<file path="config.mk">
export PLATFORM = sky130hd
export DESIGN_NAME = itp_fifo
export DESIGN_NICKNAME = d
export VERILOG_FILES = /design/src/sv/itp_pkg.sv /design/src/sv/itp_fifo.sv
export SDC_FILE = /design/constraint.sdc
export NUM_CORES = 1
export LEC_CHECK = 0
export BUFFER_PORTS_ARGS = -buffer_cell sky130_fd_sc_hd__buf_2
export CAP_MARGIN = 10
export CORE_ASPECT_RATIO = 0.6
export CORE_MARGIN = 8
export CORE_UTILIZATION = 55
export CTS_BUF_LIST = sky130_fd_sc_hd__clkbuf_8
export CTS_CLUSTER_SIZE = 8
export DETAILED_ROUTE_END_ITERATION = 10
export PLACE_DENSITY = 0.77
export SLEW_MARGIN = 40
export SYNTH_ARGS = -nofsm -noshare
export SYNTH_HDL_FRONTEND = slang
export SYNTH_SLANG_ARGS = --single-unit
</file>
<file path="constraint.sdc">
create_clock -name clk -period 15.1 [get_ports clk]
set_input_delay 3.02 -clock clk [delete_from_list [all_inputs] [get_ports clk]]
set_output_delay 3.02 -clock clk [all_outputs]
set_load 0.02 [all_outputs]
</file>
<file path="src/sv/itp_pkg.sv">
package itp_pkg;

  localparam int ADDR_W      = 64;
  localparam int OUT_W       = 48;
  localparam int SEL_W       = 6;
  localparam int IDX_W       = 3;
  localparam int WIDTH_W     = 7;
  localparam int NUM_SCALARS = 13;
  localparam int FIFO_DEPTH  = 4;
  localparam int FIFO_PTR_W  = 2;
  localparam int FIFO_CNT_W  = 3;

  localparam logic [OUT_W-1:0] OUT_MAX = '1;

  localparam logic OP_RECORD = 1'b0;
  localparam logic OP_READ   = 1'b1;

  localparam logic [1:0] MEM_LOAD  = 2'd1;
  localparam logic [1:0] MEM_STORE = 2'd2;

  localparam logic [1:0] FLAG_NONE  = 2'd0;
  localparam logic [1:0] FLAG_READ  = 2'd1;
  localparam logic [1:0] FLAG_WRITE = 2'd2;

  localparam int EV_MICRO    = 0;
  localparam int EV_MACRO    = 1;
  localparam int EV_SIZESUM  = 2;
  localparam int EV_MAXSIZE  = 3;
  localparam int EV_MAXIDX   = 4;
  localparam int EV_MAXOFF   = 5;
  localparam int EV_BRANCHES = 6;
  localparam int EV_LOADS    = 7;
  localparam int EV_STORES   = 8;
  localparam int EV_UNCOND   = 9;
  localparam int EV_COND     = 10;
  localparam int EV_OTHERS   = 11;
  localparam int EV_FUSION   = 12;

  typedef logic [2:0] cat_t;
  localparam cat_t CAT_LOAD   = 3'd0;
  localparam cat_t CAT_STORE  = 3'd1;
  localparam cat_t CAT_UNCOND = 3'd2;
  localparam cat_t CAT_COND   = 3'd3;
  localparam cat_t CAT_OTHER  = 3'd4;

  typedef struct packed {
    logic               is_read;
    logic [SEL_W-1:0]   sel;
    logic [IDX_W-1:0]   idx;
    logic               is_branch;
    cat_t               cat;
    logic               fusion;
    logic [ADDR_W-1:0]  size;
    logic [ADDR_W-1:0]  size_sat;
    logic               size_small;
    logic [4:0]         size_lo;
    logic [WIDTH_W-1:0] width;
    logic [WIDTH_W-1:0] off_bin;
  } itp_entry_t;

endpackage

</file>
<file path="src/sv/itp_fifo.sv">
module itp_fifo (
  input  logic                clk,
  input  logic                rst_n,
  input  itp_pkg::itp_entry_t wr_data,
  input  logic                wr_valid,
  output logic                wr_ready,
  output itp_pkg::itp_entry_t rd_data,
  output logic                rd_valid,
  input  logic                rd_ready
);

  itp_pkg::itp_entry_t mem_r [itp_pkg::FIFO_DEPTH];
  logic [itp_pkg::FIFO_PTR_W-1:0] wr_ptr_r, rd_ptr_r;
  logic [itp_pkg::FIFO_CNT_W-1:0] cnt_r;
  logic push, pop;

  assign wr_ready = cnt_r != itp_pkg::FIFO_CNT_W'(itp_pkg::FIFO_DEPTH);
  assign rd_valid = cnt_r != '0;
  assign push     = wr_valid && wr_ready;
  assign pop      = rd_valid && rd_ready;
  assign rd_data  = mem_r[rd_ptr_r];

  always_ff @(posedge clk) begin
    if (!rst_n) begin
      wr_ptr_r <= '0;
      rd_ptr_r <= '0;
      cnt_r    <= '0;
    end else begin
      if (push) begin
        wr_ptr_r <= wr_ptr_r + 1'b1;
      end
      if (pop) begin
        rd_ptr_r <= rd_ptr_r + 1'b1;
      end
      if (push && !pop) begin
        cnt_r <= cnt_r + 1'b1;
      end else if (pop && !push) begin
        cnt_r <= cnt_r - 1'b1;
      end
    end
  end

  always_ff @(posedge clk) begin
    if (push) begin
      mem_r[wr_ptr_r] <= wr_data;
    end
  end

  a_cnt_bound: assert property (@(posedge clk) disable iff (!rst_n)
    cnt_r <= itp_pkg::FIFO_CNT_W'(itp_pkg::FIFO_DEPTH))
    else $error("queue occupancy beyond depth");

  a_cnt_up: assert property (@(posedge clk) disable iff (!rst_n)
    push && !pop |=> cnt_r == $past(cnt_r) + 1'b1)
    else $error("queue occupancy did not advance on push");

  a_ptr_gap: assert property (@(posedge clk) disable iff (!rst_n)
    (cnt_r == '0 || cnt_r == itp_pkg::FIFO_CNT_W'(itp_pkg::FIFO_DEPTH)) |-> wr_ptr_r == rd_ptr_r)
    else $error("queue pointers out of step with occupancy");

endmodule

</file>
* Yosys cells after proc, flatten, opt, wreduce, memory -nomap -nowiden
Memory sizes are Yosys's and may differ from the RTL's. A register that Yosys moved wholly into a read port is not among the register bits.
Cells that the tools add are included.
** Word-level totals
- Register bits after elaboration :: 7
- Latch bits :: 0
- Memory bits (writable) :: 652
- ROM bits :: 0
- Bits of input ports :: 167
- Output and inout bits :: 165
- Logic and storage cells :: 23
- Memories kept :: 1
** Memory list
- mem_r :: depth 4, width 163, rd ports 1, clocked after memory_dff 1, wr ports 1, RTL line itp_fifo.sv:12 : itp_pkg::itp_entry_t mem_r [itp_pkg::FIFO_DEPTH];
** Cells by class
- Add/sub/neg operators :: 4
- $mul :: 0
- Div/mod/pow operators :: 0
- $lt $le $gt $ge :: 0
- Equal/unequal tests :: 1
- Shift operators :: 0
- Multiplexer cells :: 6
- Bitwise logic cells :: 0
- Reduce and logical (&&, ||, !) cells :: 8
** Operators with widths (count)
- 2-to-1 mux 3 bit :: 2
- adder 2 x 1 -> 2 bit, second input constant :: 2
- logical AND 1 bit :: 4
- 2-to-1 mux 2 bit :: 2
- adder 3 x 1 -> 3 bit, second input constant :: 1
- != test 3 bit, second input constant :: 1
- nonzero test 3 bit :: 1
- subtractor 3 x 1 -> 3 bit, second input constant :: 1
- logical NOT 1 bit :: 2
- 2-to-1 mux 1 bit :: 2
- nonzero test 2 bit :: 1

* Logic depth before layout (Yosys ltp)
- Depth in word-level cells :: 6
- Gate-level depth with buffers :: 8
- Gate-level depth less buffers :: 8

* Least setup slack after synthesis
Ideal clock, no wire load.
- Path kind :: in2reg
- Start :: input port wr_valid
- End :: memory mem_r[0][0] in the netlist's numbering (enable)
- Arrival time :: 7.067 ns
- Data required time :: 14.557 ns
- Setup slack :: 7.491 ns
- Cell stages on the path :: 2
- Path buffers :: 0
- Path through :: a21boi_2 > and2_1
** Between the ends
- Cells in the longest elaborated chain, start to end :: 3
** RTL lines
- start: declaration :: RTL line itp_fifo.sv:5 : input logic wr_valid,
- logical AND 1 bit :: RTL line itp_fifo.sv:19 : assign push = wr_valid && wr_ready;
- 2-to-1 mux 1 bit :: RTL line itp_fifo.sv:44 : if (push) begin
- 2-to-1 mux 1 bit (not written as such) :: RTL line itp_fifo.sv:45 : mem_r[wr_ptr_r] <= wr_data;
- end: declaration :: RTL line itp_fifo.sv:12
No other way between the ends.

==> results_dict.tcl <==
set metrics [dict create \
    outcome "completed" \
    grt_max_degree 67 \
    cp_slowest_cell "dfxtp_4" \
    post_cts_buffers 0 \
    regArea_um2 19800 \
    setup.worst_path.end_class "primary output" \
    antenna_left 0 \
    maxSlewHeadroom 0.445 \
    power_density_nw_per_um2 171 \
    cap_viol_max_count 0 \
    syn_area_um2 24000 \
    power_leakage_nw 9.32 \
    r2r_cells 4 \
    final_nets 1479 \
    synth.most_common_cell "edfxtp_1" \
    reg2reg_to "mem_r[1][125]" \
    portBuffers 331 \
    yosys.area.top_type "edfxtp_1" \
    synth_edf_count 652 \
    drc 0 \
    slew_viol_final 0 \
    clkLatencyLatePin_ps 630 \
    synth_cell_types 24 \
    grt_setup_unrepaired "false" \
    tns_ps 0 \
    cp_slowest_stage_delay_ps 790 \
    clk_path_buf_depth 3 \
    fin_skew_ps 29.8 \
    yosys_warnings 0 \
    vias_per_cell 5.70 \
    cts_htree_levels 3 \
    worst-path-stages 4 \
    wl_per_cell_um 25.0 \
    fill_cells 2806 \
    drtIter0Drc 901 \
    drive_gt1_frac 0.461 \
    cts-resized-gates 0 \
    syn_avg_cell_area_um2 26.6 \
    synthArstFlopShare 0 \
    synth_top_cell_area_share 0.817 \
    grt_overflow_total 0 \
    hpwl_um 30600 \
    cts_buffers 96 \
    worst_pin_slew_ps 832 \
    ff2ff_setup_slack_ps 12270 \
    max_freq_ghz 0.151 \
    cts_tree "done" \
    placementRows 59 \
    hold_viol 0 \
    area_growth_pct 16.1 \
    crit_family "buffers and inverters" \
    grt_first_pass_wirelength_um 71800 \
    die_h_um 178 \
    whs_ps 499 \
    root_buffer "clkbuf_8" \
    multiInputGateArea_um2 3960 \
    io_pins 332 \
    ctsHoldBuffers 0 \
    synth_common_cells "edfxtp_1 (652), mux4_2 (163), buf_2 (18)" \
    r2r_start "cnt_r[0]" \
    power_mw 4.75 \
    path_cells "buf_4, buf_6, mux4_2, buf_2" \
    critPathKind "register to primary output" \
    irDropWorstVdd_mv 0.159 \
    fin_crit_ps 6630 \
    clkSinkCount 661 \
    syn_nets 1072 \
    place.gp.congestion 0.770 \
    hold_class "register to register" \
    core_um2 43200 \
    cts.reportedPaths.clkPinSlew_ps 60 \
    synth_seq_cells 661 \
    grt_pass1_vias 11735 \
    die_x_um 285 \
    critPathBufInv 3 \
    vias 10965 \
    cp-endpoint "rd_data[157]" \
    crit_fanout 47 \
    setup_viol 0 \
    yosys-top-cells-area "edfxtp_1 (82%), mux4_2 (15%), dfxtp_1 (0.75%), buf_6 (0.42%), buf_2 (0.38%)" \
    utilization 0.644 \
    grt_use_total 0.187 \
    first_pass_iters 6 \
    totalWireLength_um 48100 \
    die_area_um2 50700 \
    synth-seq-area-share 0.825 \
    antenna_found_initial 10 \
    syn_inst 899 \
    cp.arrival_ps 3610 \
    period_share 0.439 \
    yosys_most_used_dff "edfxtp_1" \
    cp-start-kind "register" \
    initial_core_util 0.555 \
    required_ps 12080 \
]
## per-stage QoR
step | worst slack, ps | std cells | area (um2)
floorplan | 7490 | 899 | 24000
global placement | 8790 | 1785 | 26200
detailed placement | 8990 | 1786 | 26300
CTS | 8270 | 1920 | 27800
global route | 8100 | 1922 | 27800
finish | 8470 | 1924 | 27800
## metal layers
metal	global-route usage	up-vias	share of wire
li1	-	4701	-
met1	0.252	5765	0.41
met2	0.301	397	0.50
met3	0.0590	86	0.078
met4	0.0473	16	0.016
met5	0	-	0.0018
## final cells by class
type                       count  area share
sequential                   661       0.711
multi-input combinational    198       0.142
timing repair buffer         346      0.0656
clock buffer                  96      0.0475
tap                          579      0.0260
clock inverter                38     0.00724
inverter                       3    0.000405
antenna                        3    0.000270
## power by group
part	total, mW	switching (mW)	internal (mW)
registers	2.30	0.0757	2.23
logic	1.24	0.732	0.510
clock network	1.20	0.605	0.597
## worst min path at each step
stage                start          end  cells after the start
6_report       wr_ptr_r[1]  wr_ptr_r[1]                      2
4_1_cts        wr_ptr_r[1]  wr_ptr_r[1]                      2
3_5_place_dp   wr_ptr_r[1]  wr_ptr_r[1]                      2
5_1_grt        wr_ptr_r[1]  wr_ptr_r[1]                      2
3_3_place_gp   wr_ptr_r[1]  wr_ptr_r[1]                      2
2_1_floorplan  wr_ptr_r[1]  wr_ptr_r[1]                      2
## worst reg2reg max path: stages, from the launching register on
cell and delay (ps):
dfxtp_1 460, nor2_1 110, a21boi_2 340, and2_4 700
buf_4 800
## cells in the final DEF (no fill, tap or decap), types with 2 or more instances in the layout
| master | n |
|---|---|
| and2_4 | 4 |
| buf_12 | 2 |
| mux2i_1 | 3 |
| buf_2 | 331 |
| inv_1 | 29 |
| and2_1 | 4 |
| clkbuf_8 | 96 |
| clkinv_1 | 5 |
| edfxtp_1 | 652 |
| dfxtp_1 | 7 |
| dfxtp_4 | 2 |
| diode_2 | 3 |
| inv_8 | 3 |
| buf_4 | 5 |
| ha_1 | 5 |
| buf_6 | 8 |
| mux4_2 | 163 |
| xnor2_1 | 3 |
| or3_1 | 2 |
| nand2_1 | 5 |
## cell families after synthesis
group,count (synthesis),synth area share
XOR/XNOR,4,0.00146
buffers and inverters,40,0.0103
adder cells (fa/ha/maj),6,0.00345
AO/OA/AOI/OAI,5,0.00167
flip-flops,661,0.825
AND/OR/NAND/NOR,17,0.00381
multiplexers,166,0.154
## sequential cells by signal (all words and copies together), names as in the netlist, named ones only
name      flops
mem_r       652
cnt_r         3
rd_ptr_r      2
wr_ptr_r      2
Power figures use the tool's default switching activity.
