### config.mk
export PLATFORM = sky130hd
export DESIGN_NAME = itp_front_flat
export DESIGN_NICKNAME = d
export VERILOG_FILES = /design/src/sv/itp_pkg.sv /design/src/sv/itp_in_if.sv /design/src/sv/itp_front.sv /design/src/flat_wrapper.sv
export SDC_FILE = /design/constraint.sdc
export NUM_CORES = 1
export LEC_CHECK = 0
export BUFFER_PORTS_ARGS = -buffer_cell sky130_fd_sc_hd__buf_2
export CAP_MARGIN = 30
export CORE_MARGIN = 10
export CORE_UTILIZATION = 35
export DETAILED_ROUTE_END_ITERATION = 6
export PLACE_DENSITY_LB_ADDON = 0.2
export SLEW_MARGIN = 20
export SYNTH_ARGS = -nofsm -noshare
export SYNTH_HDL_FRONTEND = slang
export SYNTH_SLANG_ARGS = --single-unit
### constraint.sdc
create_clock -name clk -period 20.4 [get_ports clk]
set_clock_uncertainty 0.15 [all_clocks]
set_input_delay 0 -clock clk [delete_from_list [all_inputs] [get_ports clk]]
set_output_delay 0 -clock clk [all_outputs]
set_load 0.02 [all_outputs]
### src/sv/itp_pkg.sv
package itp_pkg;

  localparam int ADDR_W      = 64;
  localparam int OUT_W       = 48;
  localparam int SEL_W       = 6;
  localparam int IDX_W       = 3;
  localparam int WIDTH_W     = 7;
  localparam int NUM_SCALARS = 13;
  localparam int FIFO_DEPTH  = 4;
  localparam int FIFO_PTR_W  = 2;
  localparam int FIFO_CNT_W  = 3;

  localparam logic [OUT_W-1:0] OUT_MAX = '1;

  localparam logic OP_RECORD = 1'b0;
  localparam logic OP_READ   = 1'b1;

  localparam logic [1:0] MEM_LOAD  = 2'd1;
  localparam logic [1:0] MEM_STORE = 2'd2;

  localparam logic [1:0] FLAG_NONE  = 2'd0;
  localparam logic [1:0] FLAG_READ  = 2'd1;
  localparam logic [1:0] FLAG_WRITE = 2'd2;

  localparam int EV_MICRO    = 0;
  localparam int EV_MACRO    = 1;
  localparam int EV_SIZESUM  = 2;
  localparam int EV_MAXSIZE  = 3;
  localparam int EV_MAXIDX   = 4;
  localparam int EV_MAXOFF   = 5;
  localparam int EV_BRANCHES = 6;
  localparam int EV_LOADS    = 7;
  localparam int EV_STORES   = 8;
  localparam int EV_UNCOND   = 9;
  localparam int EV_COND     = 10;
  localparam int EV_OTHERS   = 11;
  localparam int EV_FUSION   = 12;

  typedef logic [2:0] cat_t;
  localparam cat_t CAT_LOAD   = 3'd0;
  localparam cat_t CAT_STORE  = 3'd1;
  localparam cat_t CAT_UNCOND = 3'd2;
  localparam cat_t CAT_COND   = 3'd3;
  localparam cat_t CAT_OTHER  = 3'd4;

  typedef struct packed {
    logic               is_read;
    logic [SEL_W-1:0]   sel;
    logic [IDX_W-1:0]   idx;
    logic               is_branch;
    cat_t               cat;
    logic               fusion;
    logic [ADDR_W-1:0]  size;
    logic [ADDR_W-1:0]  size_sat;
    logic               size_small;
    logic [4:0]         size_lo;
    logic [WIDTH_W-1:0] width;
    logic [WIDTH_W-1:0] off_bin;
  } itp_entry_t;

endpackage

### src/sv/itp_in_if.sv
interface itp_in_if;
  logic        valid;
  logic        ready;
  logic        op;
  logic [2:0]  microop_index;
  logic [63:0] instr_address;
  logic [63:0] fallthrough_pc;
  logic [63:0] branch_target;
  logic [1:0]  mem_kind;
  logic [1:0]  flag_use;
  logic [5:0]  counter_select;

  modport source (
    output valid, op, microop_index, instr_address, fallthrough_pc, branch_target,
           mem_kind, flag_use, counter_select,
    input  ready
  );
  modport sink (
    input  valid, op, microop_index, instr_address, fallthrough_pc, branch_target,
           mem_kind, flag_use, counter_select,
    output ready
  );
endinterface

### src/sv/itp_front.sv
module itp_front #(
  parameter int COUNTER_BITS = 48,
  parameter int OFFSET_BINS  = 24
) (
  input  logic                clk,
  input  logic                rst_n,
  itp_in_if.sink              in_ch,
  output itp_pkg::itp_entry_t q_data,
  output logic                q_valid,
  input  logic                q_ready
);

  localparam logic [COUNTER_BITS-1:0] CNT_MAX = '1;
  localparam logic [itp_pkg::WIDTH_W-1:0] OB_LIMIT = itp_pkg::WIDTH_W'(OFFSET_BINS);
  localparam logic [itp_pkg::WIDTH_W-1:0] OB_LAST  = itp_pkg::WIDTH_W'(OFFSET_BINS - 1);

  logic s1_v_r, s2_v_r, s3_v_r;
  logic s1_rdy, s2_rdy, s3_rdy;
  logic last_wrote_r;

  itp_pkg::itp_entry_t e_in, s2_in;
  itp_pkg::itp_entry_t s1_e_r, s2_e_r, s3_e_r;
  logic [itp_pkg::ADDR_W-1:0] diff_in, s1_diff_r, s2_dist_r;
  logic [7:0]       s3_nz_r, nz_in;
  logic [7:0][2:0]  s3_pos_r, pos_in;
  logic [5:0]       msb;
  logic [itp_pkg::WIDTH_W-1:0] width;

  assign s3_rdy = !s3_v_r || q_ready;
  assign s2_rdy = !s2_v_r || s3_rdy;
  assign s1_rdy = !s1_v_r || s2_rdy;
  assign in_ch.ready = s1_rdy;

  always_comb begin
    e_in = '0;
    e_in.is_read   = in_ch.op == itp_pkg::OP_READ;
    e_in.sel       = in_ch.counter_select;
    e_in.idx       = in_ch.microop_index;
    e_in.is_branch = in_ch.branch_target != '0;
    e_in.size      = in_ch.fallthrough_pc - in_ch.instr_address;
    e_in.fusion    = e_in.is_branch && in_ch.flag_use == itp_pkg::FLAG_READ && last_wrote_r;
    priority if (in_ch.mem_kind == itp_pkg::MEM_LOAD) begin
      e_in.cat = itp_pkg::CAT_LOAD;
    end else if (in_ch.mem_kind == itp_pkg::MEM_STORE) begin
      e_in.cat = itp_pkg::CAT_STORE;
    end else if (e_in.is_branch && in_ch.flag_use == itp_pkg::FLAG_NONE) begin
      e_in.cat = itp_pkg::CAT_UNCOND;
    end else if (e_in.is_branch && in_ch.flag_use == itp_pkg::FLAG_READ) begin
      e_in.cat = itp_pkg::CAT_COND;
    end else begin
      e_in.cat = itp_pkg::CAT_OTHER;
    end
    diff_in = in_ch.instr_address - in_ch.branch_target;
  end

  always_comb begin
    s2_in = s1_e_r;
    s2_in.size_sat   = (s1_e_r.size > itp_pkg::ADDR_W'(CNT_MAX)) ?
                       itp_pkg::ADDR_W'(CNT_MAX) : s1_e_r.size;
    s2_in.size_small = s1_e_r.size[itp_pkg::ADDR_W-1:5] == '0;
    s2_in.size_lo    = s1_e_r.size[4:0];
  end

  always_comb begin
    for (int g = 0; g < 8; g++) begin
      nz_in[g]  = |s2_dist_r[8*g +: 8];
      pos_in[g] = 3'd0;
      for (int b = 0; b < 8; b++) begin
        if (s2_dist_r[8*g + b]) begin
          pos_in[g] = 3'(b);
        end
      end
    end
  end

  always_comb begin
    msb = 6'd0;
    for (int g = 0; g < 8; g++) begin
      if (s3_nz_r[g]) begin
        msb = {3'(g), s3_pos_r[g]};
      end
    end
    width = (|s3_nz_r) ? itp_pkg::WIDTH_W'(msb) + itp_pkg::WIDTH_W'(2) : itp_pkg::WIDTH_W'(1);
    q_data = s3_e_r;
    q_data.width   = width;
    q_data.off_bin = (width > OB_LIMIT) ? OB_LAST : width - itp_pkg::WIDTH_W'(1);
  end

  assign q_valid = s3_v_r;

  always_ff @(posedge clk) begin
    if (!rst_n) begin
      s1_v_r       <= 1'b0;
      s2_v_r       <= 1'b0;
      s3_v_r       <= 1'b0;
      last_wrote_r <= 1'b0;
    end else begin
      if (s1_rdy) begin
        s1_v_r <= in_ch.valid;
      end
      if (s2_rdy) begin
        s2_v_r <= s1_v_r;
      end
      if (s3_rdy) begin
        s3_v_r <= s2_v_r;
      end
      if (in_ch.valid && s1_rdy && in_ch.op == itp_pkg::OP_RECORD) begin
        last_wrote_r <= in_ch.flag_use == itp_pkg::FLAG_WRITE;
      end
    end
  end

  always_ff @(posedge clk) begin
    if (s1_rdy && in_ch.valid) begin
      s1_e_r    <= e_in;
      s1_diff_r <= diff_in;
    end
    if (s2_rdy && s1_v_r) begin
      s2_e_r    <= s2_in;
      s2_dist_r <= s1_diff_r[itp_pkg::ADDR_W-1] ? -s1_diff_r : s1_diff_r;
    end
    if (s3_rdy && s2_v_r) begin
      s3_e_r   <= s2_e_r;
      s3_nz_r  <= nz_in;
      s3_pos_r <= pos_in;
    end
  end

endmodule

### src/flat_wrapper.sv
// flat-port wrapper written by rule: the top's interface ports become plain ports
module itp_front_flat 
#(
  parameter int COUNTER_BITS = 48,
  parameter int OFFSET_BINS  = 24
)
  (clk, rst_n, q_data, q_valid, q_ready, in_ch_valid, in_ch_op, in_ch_microop_index, in_ch_instr_address, in_ch_fallthrough_pc, in_ch_branch_target, in_ch_mem_kind, in_ch_flag_use, in_ch_counter_select, in_ch_ready);
  itp_in_if in_ch_i ();
  input  logic clk;
  input  logic rst_n;
  output itp_pkg::itp_entry_t q_data;
  output logic q_valid;
  input  logic q_ready;
  input wire logic [$bits(in_ch_i.valid)-1:0] in_ch_valid;
  input wire logic [$bits(in_ch_i.op)-1:0] in_ch_op;
  input wire logic [$bits(in_ch_i.microop_index)-1:0] in_ch_microop_index;
  input wire logic [$bits(in_ch_i.instr_address)-1:0] in_ch_instr_address;
  input wire logic [$bits(in_ch_i.fallthrough_pc)-1:0] in_ch_fallthrough_pc;
  input wire logic [$bits(in_ch_i.branch_target)-1:0] in_ch_branch_target;
  input wire logic [$bits(in_ch_i.mem_kind)-1:0] in_ch_mem_kind;
  input wire logic [$bits(in_ch_i.flag_use)-1:0] in_ch_flag_use;
  input wire logic [$bits(in_ch_i.counter_select)-1:0] in_ch_counter_select;
  output wire logic [$bits(in_ch_i.ready)-1:0] in_ch_ready;
  assign in_ch_i.valid = in_ch_valid;
  assign in_ch_i.op = in_ch_op;
  assign in_ch_i.microop_index = in_ch_microop_index;
  assign in_ch_i.instr_address = in_ch_instr_address;
  assign in_ch_i.fallthrough_pc = in_ch_fallthrough_pc;
  assign in_ch_i.branch_target = in_ch_branch_target;
  assign in_ch_i.mem_kind = in_ch_mem_kind;
  assign in_ch_i.flag_use = in_ch_flag_use;
  assign in_ch_i.counter_select = in_ch_counter_select;
  assign in_ch_ready = in_ch_i.ready;
  itp_front #(.COUNTER_BITS(COUNTER_BITS), .OFFSET_BINS(OFFSET_BINS)) u_core (.clk(clk), .rst_n(rst_n), .in_ch(in_ch_i), .q_data(q_data), .q_valid(q_valid), .q_ready(q_ready));
endmodule
---- Word-level counts from Yosys, hierarchy flattened ----
Cells that the tools add are included.
operators by class
  mux-type cells .......................... 62
  divide/modulo/power cells ............... 0
  shift operators ......................... 0
  equal/unequal tests ..................... 4
  bitwise gates (word level) .............. 1
  $lt $le $gt $ge ......................... 2
  reductions and logical operators ........ 43
  $mul .................................... 0
  add/sub/neg operators ................... 5
operator list
  cell                  number
  $sub 64x64->64        2
  $reduce_or 8->1       9
  $mux 2                33
  $gt 64x48->1 const B  1
  $neg 64->64           1
  $reduce_bool 64->1    1
  $mux 63               1
  $logic_not 59->1      1
  $reduce_or 4->1       8
  $mux 6                4
  $reduce_or 2->1       9
  $mux 1                17
  $mux 7                2
  $mux 5                2
  $add 6x2->7 const B   1
  $gt 7x5->1 const B    1
  $logic_and 1x1->1     7
  $sub 7x1->7 const B   1
  $mux 3                2
  $eq 2x1->1 const B    2
  $eq 2x2->1 const B    2
  $mux 4                1
  $logic_not 1->1       3
  $logic_or 1x1->1      3
  3 further kinds       3
word-level totals
  output and inout port bits .............. 165
  bits in read-only memories .............. 0
  register bits ........................... 541
  memories kept ........................... 0
  RAM bits ................................ 0
  input bits .............................. 210
  latch bits .............................. 0
  word-level logic and storage cells ...... 178

---- Logic depth before layout (Yosys ltp) ----
  depth after elaboration ................. 12
  mapped depth ............................ 13
  gate-level depth less buffers ........... 13

---- Worst setup path after synthesis ----
OpenSTA, ideal clock, no wires.
  path kind ............................... register to register
  from .................................... register u_core.s3_v_r (netlist: u_core.q_valid)
  to ...................................... register u_core.s2_dist_r[0] in the netlist's numbering (enable)
  slack ................................... 3602 ps
  library setup time ...................... 1095 ps
  buffers on the path ..................... 0
  data required time ...................... 19155 ps
  stages on the path, launching flop included .. 3
  clock period less this slack ............ 16798 ps
  arrival time ............................ 15554 ps
  cell sequence ........................... dfxtp_1 -> nor2b_1 -> a21boi_0
on the way
  word-level cells in the longest chain between the ends .. 4
ends and longest elaborated chain
  item                    line              text
  from (decl)             itp_front.sv:17   logic s1_v_r, s2_v_r, s3_v_r;
  from (signal assigned)  itp_front.sv:105  s3_v_r <= s2_v_r;
  $logic_not 1->1         itp_front.sv:29   assign s3_rdy = !s3_v_r || q_ready;
  $logic_or 1x1->1        itp_front.sv:29
  $logic_or 1x1->1        itp_front.sv:30   assign s2_rdy = !s2_v_r || s3_rdy;
  $logic_and 1x1->1       itp_front.sv:118  if (s2_rdy && s1_v_r) begin
  to (signal assigned)    itp_front.sv:120  s2_dist_r <= s1_diff_r[itp_pkg::ADDR_W-1] ? -s1_diff_r : s1_diff_r;
  to (decl)               itp_front.sv:23   logic [itp_pkg::ADDR_W-1:0] diff_in, s1_diff_r, s2_dist_r;
Every way passes these cells.
A chain may end at the register's enable or synchronous reset.

---- Worst setup path after layout ----
  from .................................... input in_ch_branch_target[0]
  to ...................................... register u_core.s1_diff_r[62] in the netlist's numbering, data pin
on the way
  word-level cells in the longest chain between the ends .. 1
ends and longest elaborated chain
  item                          line                text
  from (decl)                   flat_wrapper.sv:19  input wire logic [$bits(in_ch_i.branch_target)-1:0] in_ch_branch_target;
  $sub 64x64->64                itp_front.sv:53     diff_in = in_ch.instr_address - in_ch.branch_target;
  net u_core.diff_in (one bit)  itp_front.sv:23
  to (signal assigned)          itp_front.sv:116    s1_diff_r <= diff_in;
  to (decl)                     itp_front.sv:23
The timed path passes the listed nets, and every way through them passes these cells.

==> impl_metrics.json <==
{
  "status": "finished, final reports clean",
  "synth-async-reset-ratio": 0,
  "numCtsBuffers": 59,
  "syn_area_sq_um": 26470,
  "whs_ns": 0.006957,
  "fin_tns_setup_ns": 0,
  "drtIter0Drc": 1285,
  "synth-seq-area-share": 0.6008,
  "initial_core_util": 0.3544,
  "power_density_nw_per_um2": 86.14,
  "finalNetCount": 3233,
  "postCtsSetupBuffers": 0,
  "dr.pass1.iters": 5,
  "worstPathCellList": "dlygate4sd3_1 -> buf_2 -> ha_1 -> fa_1 -> nor2b_1 -> o21a_1 -> o21ai_0 -> a21oi_1 -> a31oi_1 -> o22ai_1 -> o211ai_1 -> a211oi_1 -> a31oi_1 -> xnor2_1 -> dlygate4sd3_1",
  "antenna_found_initial": 19,
  "avgSynthCellArea_sq_um": 12.14,
  "postRouteAntennaNets": 0,
  "clockPowerShare": 0.370,
  "clock_sinks": 531,
  "power_switching_mw": 0.7560,
  "grt_overflow": 0,
  "synth_cell_types": 76,
  "critPathLaunchType": "primary input",
  "detailed_place_hpwl_mm": 61.63,
  "clk_pin_slew_ns": 0.05,
  "crit_fanout": 6,
  "cap_violations": 0,
  "grt_util_all_layers": 0.1793,
  "finalCriticalPeriod_ns": 4.824,
  "maxClockFrequency_mhz": 207.3,
  "max_stage_delay_ns": 0.72,
  "io_buffers": 374,
  "p_comb_frac": 0.170,
  "final_common_cell": "edfxtp_1",
  "timing.final.crit_share": 0.2365,
  "ys_ff_latch": 531,
  "rsz0062_at_grt": "false",
  "grt_max_degree": 169,
  "syn_inst": 2181,
  "arrival_ns": 5.02,
  "required_ns": 20.60,
  "slew_headroom": 0.2096,
  "switching_share": 0.2530,
  "cts_buffer_depth": 3,
  "cts.htree.levels": 2,
  "clk_latency_ns": 0.62,
  "worstMarginPinSlew_ns": 1.186,
  "multi_input_area_sq_um": 9712,
  "crit_path_end_kind": "register",
  "cts-root-buf": "clkbuf_16",
  "vias": 19720,
  "reg2reg_slack_ns": 16.65,
  "dieArea_sq_um": 87040,
  "path_class": "primary input to register",
  "seqPwrFrac": 0.460,
  "finalWirelength_mm": 80.18,
  "hp-class": "primary input to register",
  "final_cell_mix": "527 x edfxtp_1, 375 x buf_2, 307 x dlygate4sd3_1",
  "ff_latch_area_sq_um": 15910,
  "timing.final.max_slew_violations": 0,
  "grt_pass1_vias": 20210,
  "grt_pass1_wl_mm": 120.9,
  "cp_slowest_cell": "a211oi_1",
  "fillers": 6826,
  "synth_edf_count": 527,
  "ys.flop_type": "edfxtp_1",
  "gp_congestion": 0.9045,
  "chipWidth_microns": 295.0,
  "ys_warn_count": 0,
  "post_route_cells_drive_above_1_share": 0.1909,
  "cts_tree": "yes",
  "finalHoldViolations": 0,
  "drc": 0,
  "core-area_sq_um": 74700,
  "die_h_microns": 295.0,
  "power.leakage_nw": 13.39,
  "viasPerCell": 5.038,
  "area_growth_pct": 31.04,
  "setup_viol_count_final": 0,
  "post-place-ws_ns": 16.00,
  "ios": 375,
  "ir_drop_uv": 57.75,
  "rows": 100,
  "internal_power_mw": 2.232,
  "setup_ws_ns": 15.58,
  "wl_per_cell_microns": 20.49
}
## flip-flops by register name, summed over array words and instances, names as in the netlist
signal and flops:
u_core.q_data 144, u_core.s2_e_r 144, u_core.s1_e_r 79, u_core.s1_diff_r 64
u_core.s2_dist_r 64, u_core.s3_pos_r 24, u_core.s3_nz_r 8, u_core.last_wrote_r 1
u_core.q_valid 1, u_core.s1_v_r 1, u_core.s2_v_r 1
## through the flow
stage / instance area, sq um / power [mW] / std cells / util
6_report: 34690 / 2.988 / 3914 / 0.4644
5_1_grt: 34680 / 3.122 / 3911 / 0.4643
2_1_floorplan: 26530 / 1.684 / 2196 / -
4_1_cts: 34630 / 3.018 / 3904 / 0.4636
3_3_place_gp: 29480 / 1.816 / 3487 / 0.3947
3_5_place_dp: 29520 / 1.821 / 3488 / 0.3952
## synth_stat cells (5+ instances only)
cell	n	share of area
o21bai_1	31	0.0088
o311ai_0	5	0.0017
a31oi_1	19	0.0045
o211ai_1	11	0.0031
or2_2	55	0.013
nand2_1	122	0.017
edfxtp_1	527	0.60
xnor2_1	136	0.045
nand4_1	48	0.011
a211oi_1	5	0.0014
nor2_1	127	0.018
o41ai_1	8	0.0026
a21oi_1	148	0.028
clkbuf_1	55	0.0078
ha_1	131	0.062
o21a_1	22	0.0062
buf_4	5	0.0014
a21o_1	90	0.026
inv_1	183	0.026
nor2b_1	16	0.0038
and3_1	14	0.0033
or4_1	6	0.0017
o21ai_1	6	0.0011
nand2b_1	22	0.0052
nor4_1	41	0.0097
and2_1	10	0.0024
nand3_1	25	0.0047
o31ai_1	19	0.0054
nor3_1	30	0.0057
a221o_1	5	0.0019
xor2_1	45	0.015
o21ai_0	104	0.020
or3_1	16	0.0038
a221oi_1	9	0.0030
a21boi_0	8	0.0023
## worst max-delay path, delay by kind of cell
family | cells | cell delay [ns]
AOI/OAI and AO/OA | 8 | 2.84
xor gates and xnor gates | 1 | 0.16
adders and majority gates | 2 | 0.65
buffers and inverters | 3 | 1.23
and+or+nand+nor | 1 | 0.15
## power groups by stage
stage	logic (mW)	registers, mW	clock network (mW)
after floorplan	0.283	1.40	0
after detailed placement	0.423	1.40	0
after global placement	0.420	1.40	0
after CTS	0.508	1.38	1.13
after global routing	0.561	1.38	1.18
final	0.509	1.37	1.10
## per-layer routing
| metal | GRT usage | part of all wire | vias to the layer above |
|---|---|---|---|
| li1 | - | - | 9516 |
| met1 | 0.2378 | 0.45 | 9514 |
| met2 | 0.2959 | 0.46 | 548 |
| met3 | 0.03750 | 0.062 | 119 |
| met4 | 0.04544 | 0.022 | 22 |
| met5 | 0 | 0.0016 | - |
## cell families after synthesis
family	after synthesis	synth area share
AND/OR/NAND/NOR	551	0.1070
buffers and inverters	247	0.03601
other	1	0.0001416
XOR/XNOR	181	0.05988
adder cells (fa/ha/maj)	133	0.06342
AO/OA/AOI/OAI	535	0.1320
multiplexers	2	0.0007562
flip-flops	531	0.6008
## repair_timing
item / in CTS / in global routing
resized for setup: 0 / 0
hold buffers: 307 / 0
hold endpoints to repair: 177 / 0
## path summary, 6_finish.rpt
path                                 from                   end  cells after the start
setup / recovery   in_ch_branch_target[0]  u_core.s1_diff_r[62]                     15
hold / removal    in_ch_instr_address[51]  u_core.s1_diff_r[51]                      3
setup reg to reg     u_core.s1_diff_r[13]  u_core.s2_dist_r[61]                      9
hold reg to reg        u_core.s2_e_r[156]    u_core.q_data[156]                      0
## area by class of cell
class,instances,area share
flip-flops and latches,531,0.4585
diodes,7,0.0005049
well taps,969,0.03495
repair buffers,697,0.1476
inverters,183,0.01980
clock inverters,39,0.01374
clock buffers,70,0.04498
multi-input cells,1418,0.2800
(Power assumes the default switching activity.)
